`config.mk`:
```
export PLATFORM = sky130hd
export DESIGN_NAME = fixed_step_catch_up_clock_unit
export DESIGN_NICKNAME = d
export VERILOG_FILES = /design/src/sv/fscc_pkg.sv /design/src/sv/fscc_div.sv /design/src/sv/fixed_step_catch_up_clock_unit.sv
export SDC_FILE = /design/constraint.sdc
export NUM_CORES = 2
export LEC_CHECK = 0
export ABC_CLOCK_PERIOD_IN_PS = 24600
export BUFFER_PORTS_ARGS = -buffer_cell sky130_fd_sc_hd__buf_2
export CORE_MARGIN = 2
export CORE_UTILIZATION = 65
export CTS_CLUSTER_DIAMETER = 50
export CTS_CLUSTER_SIZE = 30
export DETAILED_ROUTE_END_ITERATION = 10
export PLACE_DENSITY = 0.84
export SYNTH_ARGS = -nofsm -noshare
export SYNTH_HDL_FRONTEND = slang
export SYNTH_HIERARCHICAL = 1
export SYNTH_SLANG_ARGS = --single-unit
```
`constraint.sdc`:
```
create_clock -name clk -period 24.6 [get_ports clk]
set_input_delay 7.38 -clock clk [delete_from_list [all_inputs] [get_ports clk]]
set_output_delay 7.38 -clock clk [all_outputs]
set_load 0.005 [all_outputs]
```
`src/sv/fscc_pkg.sv`:
```
// Shared widths, codes and reset values for the fixed-step catch-up clock.
package fscc_pkg;

  localparam int TIME_W = 32;
  localparam int CATCH_W = 16;
  localparam int DIV_W = TIME_W + 1;
  localparam int DROP_W = 33;
  localparam int PROD_W = CATCH_W + TIME_W;
  localparam int CNT_W = $clog2(DIV_W + 1);
  localparam int CFG_W = 32;
  localparam int OUT_FIELDS_W = CATCH_W + DROP_W + TIME_W;
  localparam int OUT_TDATA_W = ((OUT_FIELDS_W + 7) / 8) * 8;

  localparam logic CMD_ADVANCE = 1'b0;
  localparam logic CMD_CLEAR = 1'b1;

  localparam logic REG_STEP_LENGTH = 1'b0;
  localparam logic REG_MAX_CATCH_UP = 1'b1;

  localparam logic [TIME_W-1:0] STEP_LENGTH_RESET = TIME_W'(1000000);
  localparam logic [CATCH_W-1:0] MAX_CATCH_UP_RESET = CATCH_W'(8);

endpackage

```
`src/sv/fscc_div.sv`:
```
// Bit-serial restoring divider, one quotient bit per cycle.
module fscc_div
  import fscc_pkg::*;
(
  input  logic              clk,
  input  logic              rst,
  input  logic              start,
  input  logic [DIV_W-1:0]  dividend,
  input  logic [TIME_W-1:0] divisor,
  output logic              done,
  output logic [DIV_W-1:0]  quotient,
  output logic [TIME_W-1:0] remainder
);

  logic             busy;
  logic [CNT_W-1:0] cnt;
  logic [DIV_W-1:0] quo;
  logic [TIME_W-1:0] rem;
  logic [DIV_W-1:0] shifted;
  logic [DIV_W:0]   diff;
  logic             fits;

  always_comb begin
    shifted = {rem, quo[DIV_W-1]};
    diff = {1'b0, shifted} - {2'b00, divisor};
    fits = !diff[DIV_W];
  end

  always_ff @(posedge clk) begin
    if (rst) begin
      busy <= 1'b0;
      done <= 1'b0;
      cnt <= '0;
    end else begin
      done <= 1'b0;
      if (start) begin
        busy <= 1'b1;
        cnt <= CNT_W'(DIV_W);
        quo <= dividend;
        rem <= '0;
      end else if (busy) begin
        rem <= fits ? diff[TIME_W-1:0] : shifted[TIME_W-1:0];
        quo <= {quo[DIV_W-2:0], fits};
        cnt <= cnt - 1'b1;
        if (cnt == CNT_W'(1)) begin
          busy <= 1'b0;
          done <= 1'b1;
        end
      end
    end
  end

  assign quotient = quo;
  assign remainder = rem;

endmodule

```
`src/sv/fixed_step_catch_up_clock_unit.sv`:
```
// Top level of the fixed-step catch-up clock: command sequencing and result register.
//
// Input items arrive on the s_ channel: tdata carries the elapsed ticks and
// tuser the command (advance or clear). Each item yields exactly one result
// item on the m_ channel with the step count, the dropped ticks and the
// accumulator after the command.
// A clear command or an advance of zero ticks goes from idle straight to the
// output state. A nonzero advance runs a bit-serial division of the summed
// ticks by the step length, one quotient bit per cycle, followed by a
// multiply and a subtract for the dropped time, before the output state.
// The block takes one item at a time; s_tready is high only while it is
// idle, from the cycle after a result is loaded.
// The result waits in an output register, so the next item is accepted while
// an earlier result is still held by a stalled receiver; a finished result
// then waits until the register is free.
// The configuration port is written with cfg_wr_en, cfg_index and cfg_data;
// the user must write it only while the block is idle; the block itself does
// not enforce this. Reset restores the step length to 1000000 ticks, the
// catch-up limit to 8 steps, clears the accumulator and drops any result.
module fixed_step_catch_up_clock_unit
  import fscc_pkg::*;
(
  input  logic                   clk,
  input  logic                   rst,
  input  logic                   s_tvalid,
  output logic                   s_tready,
  input  logic [TIME_W-1:0]      s_tdata,  // elapsed_ticks
  input  logic                   s_tuser,  // command
  output logic                   m_tvalid,
  input  logic                   m_tready,
  output logic [OUT_TDATA_W-1:0] m_tdata,  // step_count, dropped_ticks, accumulator_ticks, zero pad
  input  logic                   cfg_wr_en,
  input  logic                   cfg_index,
  input  logic [CFG_W-1:0]       cfg_data
);

  typedef enum logic [2:0] {
    ST_IDLE,
    ST_DIV,
    ST_MUL,
    ST_SUB,
    ST_OUT
  } state_t;

  state_t             state;
  logic [TIME_W-1:0]  step_length;
  logic [CATCH_W-1:0] max_catch_up;
  logic [TIME_W-1:0]  accumulator;
  logic [TIME_W-1:0]  divisor;
  logic [DIV_W-1:0]   sum;
  logic               div_start;
  logic               div_done;
  logic [DIV_W-1:0]   div_quo;
  logic [TIME_W-1:0]  div_rem;
  logic [CATCH_W-1:0] issued;
  logic [DIV_W-1:0]   whole;
  logic [PROD_W-1:0]  prod;
  logic [CATCH_W-1:0] res_steps;
  logic [DROP_W-1:0]  res_dropped;
  logic [TIME_W-1:0]  res_acc;
  logic               out_load;

  assign s_tready = (state == ST_IDLE);
  assign out_load = (state == ST_OUT) && (!m_tvalid || m_tready);

  fscc_div u_div (
    .clk       (clk),
    .rst       (rst),
    .start     (div_start),
    .dividend  (sum),
    .divisor   (divisor),
    .done      (div_done),
    .quotient  (div_quo),
    .remainder (div_rem)
  );

  always_ff @(posedge clk) begin
    if (rst) begin
      step_length <= STEP_LENGTH_RESET;
      max_catch_up <= MAX_CATCH_UP_RESET;
    end else if (cfg_wr_en) begin
      case (cfg_index)
        REG_STEP_LENGTH:  step_length <= cfg_data[TIME_W-1:0];
        REG_MAX_CATCH_UP: max_catch_up <= cfg_data[CATCH_W-1:0];
        default:          step_length <= step_length;
      endcase
    end
  end

  always_ff @(posedge clk) begin
    if (rst) begin
      state <= ST_IDLE;
      accumulator <= '0;
      div_start <= 1'b0;
      m_tvalid <= 1'b0;
    end else begin
      div_start <= 1'b0;
      if (out_load) begin
        m_tvalid <= 1'b1;
      end else if (m_tready) begin
        m_tvalid <= 1'b0;
      end
      case (state)
        ST_IDLE: begin
          if (s_tvalid) begin
            res_steps <= '0;
            res_dropped <= '0;
            if (s_tuser == CMD_CLEAR) begin
              accumulator <= '0;
              res_acc <= '0;
              state <= ST_OUT;
            end else if (s_tdata == '0) begin
              res_acc <= accumulator;
              state <= ST_OUT;
            end else begin
              sum <= {1'b0, accumulator} + {1'b0, s_tdata};
              divisor <= (step_length == '0) ? TIME_W'(1) : step_length;
              div_start <= 1'b1;
              state <= ST_DIV;
            end
          end
        end
        ST_DIV: begin
          if (div_done) begin
            issued <= (div_quo > {{(DIV_W-CATCH_W){1'b0}}, max_catch_up}) ?
                      max_catch_up : div_quo[CATCH_W-1:0];
            whole <= sum - {1'b0, div_rem};
            state <= ST_MUL;
          end
        end
        ST_MUL: begin
          prod <= PROD_W'(issued) * PROD_W'(divisor);
          accumulator <= div_rem;
          state <= ST_SUB;
        end
        ST_SUB: begin
          res_dropped <= whole - prod[DROP_W-1:0];
          res_steps <= issued;
          res_acc <= accumulator;
          state <= ST_OUT;
        end
        ST_OUT: begin
          if (out_load) begin
            m_tdata <= {{(OUT_TDATA_W-OUT_FIELDS_W){1'b0}}, res_acc, res_dropped, res_steps};
            state <= ST_IDLE;
          end
        end
        default: begin
          state <= ST_IDLE;
        end
      endcase
    end
  end

endmodule
```
==> flow_summary.ini <==
[detailed_routing]
routedWlPerCell_um = 20.7
ant_nets = 0
firstDrtPassIters = 5
num_vias = 25400
drt_wl_total_mm = 88.2
vias_per_cell = 5.98
drc_errors = 0
drtIter0Drc = 2540

[die]
core_um2 = 53800
rows = 85
start_util_pct = 65.7
die_height_um = 237
die_area_um2 = 56300
die_w_um = 237
io_pins = 161

[critical_path]
rrSetupSlack_ns = 17.10
cp-start-kind = input pin
critPathKind = in -> reg
r2r_start = divisor[6]
crit_arrival_ns = 10.65
cp_max_fo = 4
end_kind = register
rr_worst_depth = 23
crit_required_ns = 24.97
worstReg2RegEnd = prod[32]

[cts]
ctsHoldBuffers = 0
clock_sinks = 467
path_clk_slew_ns = 0.08
cts_tree = yes
insertion_delay_ns = 0.62
post_cts_resized = 0
ctsHtreeMaxLevel = 2
ctsRootBufferMaster = clkbuf_16
clk_path_buf_depth = 3
numCtsBuffers = 44
post-cts-setup-buffer-count = 0

[logic_synthesis]
synthAdderAreaFrac_pct = 25.7
yosys_warnings = 6
synth_edf_count = 374
ys_types = 85
syn-mean-instance-area_um2 = 10.3
seq_area_frac_synth_pct = 37.0
syn_area_um2 = 35400
synth_top_family_by_area = adder cells
ys.flop_type = edfxtp_1
synth-xor-area-share_pct = 4.11
synth_mux_area_share_pct = 1.96
synth_seq_cells = 467
synth_cells = 3435
synth-simple-area-share_pct = 14.0
synth-compound-area-share_pct = 9.98
async_flop_share_pct = 0

[global_route]
grtUsageTotal_pct = 31.9
antenna_found_initial = 4
grt_pass1_wl_mm = 139
grt_max_degree = 80
grt_pass1_vias = 25900
grt_overflow = 0

[power]
power_density_nw_per_um2 = 62.9
total_leakage_power_nw = 16.7
vdd_drop_max_mv = 0.0670

[sta]
tns_ns = 0
maxSlewHeadroom_pct = 12.4
finalClockSkew_ns = 0.0468
worstMarginPinSlew_ns = 1.31
setup-violations-final = 0
period_share_pct = 41.8
rsz0062_at_grt = false
fin_crit_ns = 10.28
hold_viol_final = 0
max_freq_ghz = 0.0972
finalMaxSlewViolations = 0

[place]
hpwl_mm = 63.9
gp_congestion = 0.948
dp_cells = 4169
io_buffer_count = 153

[finish]
final_common_cell = inv_1
seq_area_um2 = 13100
drive_above_1_share_pct = 10.5
area_growth_pct = 8.72
utilization_pct = 71.4
instances_no_fill = 4252
num-fill-cells = 3782
multi_input_area_um2 = 19800
final_cell_mix = 499 x inv_1, 392 x nand2_1, 374 x edfxtp_1
nNetsFinal = 4124

[hold_path]
holdPathStages = 0
hp-start = res_dropped[22]
hp-class = reg -> reg
whs_endpoint = m_tdata[38]

[outcome]
status = finished clean

[flow_run]
max-cap-violations = 0
logic make-up after synthesis:
| kind of cell | after synthesis |
|---|---|
| AOI/OAI and AO/OA | 536 |
| xor gates and xnor gates | 166 |
| adders and majority gates | 534 |
| buffers and inverters | 666 |
| DFF | 467 |
| muxes | 63 |
| other | 1 |
| and+or+nand+nor | 1002 |
synthesized netlist by cell type (all sizes together), types with 4 or more instances:
cell	n	area [um^2]
nand4	20	125
dfxtp	93	1860
a211o	4	35.0
mux2	49	552
a31oi	13	87.6
nor3b	4	30.0
o221ai	5	43.8
o21bai	18	139
ha	212	2650
o31ai	9	72.6
and3	17	106
xnor2	117	1020
xor2	49	429
or2	6	37.5
mux2i	14	140
nand3b	13	97.6
or3	10	62.6
buf	18	113
and2	248	1550
nor2b	27	176
nand2b	22	138
nor4	22	138
a21o	73	549
inv	499	1870
a21oi	203	1030
a21boi	7	52.6
o31a	7	61.3
clkbuf	149	561
o41ai	4	53.8
nand2	393	1480
nor2	137	522
o21ai	70	358
nor3	28	140
a211oi	20	165
a2111oi	5	50.0
a31o	4	35.0
fa	322	6450
nand3	40	200
o21a	26	195
a22o	31	272
edfxtp	374	11200
o211ai	10	75.1
report_power, final:
part	total (mW)	internal (mW)	leakage, nW	switching (mW)
logic	0.734	0.284	11.7	0.450
registers	0.921	0.903	4.21	0.0172
clock network	0.762	0.384	0.816	0.378
total	2.42	1.57	16.7	0.846
worst max-delay path, stage by stage:
cell and delay [ns]:
buf_2 0.09, ha_1 0.17, inv_1 0.06, fa_1 0.39, nor2b_1 0.11, o21ai_0 0.09, a21boi_0 0.33, o31a_1 0.27
o21ai_0 0.17, o31ai_1 0.66, a31o_2 0.31, a31oi_1 0.14, o31a_1 0.36, xnor2_1 0.13
flip-flops by register name, indices dropped and copies added (netlist names), 32 cells and up:
name,flops
whole,33
prod,33
u_div/remainder,32
res_acc,32
divisor,32
u_div/quotient,33
sum,33
step_length,32
accumulator,32
res_dropped,33
m_tdata,81
worst max-delay path by stage:
| stage | cells after the start | end | slack, ns | from |
|---|---|---|---|---|
| 4_1_cts | 14 | sum[30] | 14.36 | s_tdata[0] |
| 6_report | 14 | sum[30] | 14.32 | s_tdata[0] |
| 5_1_grt | 14 | sum[30] | 14.12 | s_tdata[0] |
| 2_1_floorplan | 3 | m_tdata[0] | 10.74 | rst |
| 3_3_place_gp | 14 | sum[30] | 13.90 | s_tdata[0] |
| 3_5_place_dp | 14 | sum[30] | 13.78 | s_tdata[0] |
metrics by stage:
stage               hold slack [ns]  setup WS (ns)  area, um^2  total power [mW]
floorplan                     0.400          10.74       35400              1.44
global route                  0.391          14.12       38400              2.53
finish                        0.391          14.32       38400              2.42
detailed placement            0.405          13.78       36800              1.66
global placement              0.401          13.90       36800              1.65
CTS                           0.391          14.36       38400              2.42
layer usage:
metal,wire (um),global-route usage [%],part of all wire (%)
met3,7810,5.25,8.9
met5,0,0,0
met4,4400,14.3,5.0
met1,34300,41.9,39
met2,41700,52.6,47
area by class of cell:
cell class | instances | area share [%]
Multi-Input combinational cell | 2308 | 51.5
Sequential cell | 467 | 34.1
Inverter | 499 | 4.87
Clock buffer | 45 | 2.90
Timing Repair Buffer | 199 | 2.89
Tap cell | 696 | 2.27
Clock inverter | 37 | 1.49
Antenna cell | 1 | 0.00651
Note: power is estimated with default switching activity, not from simulation.
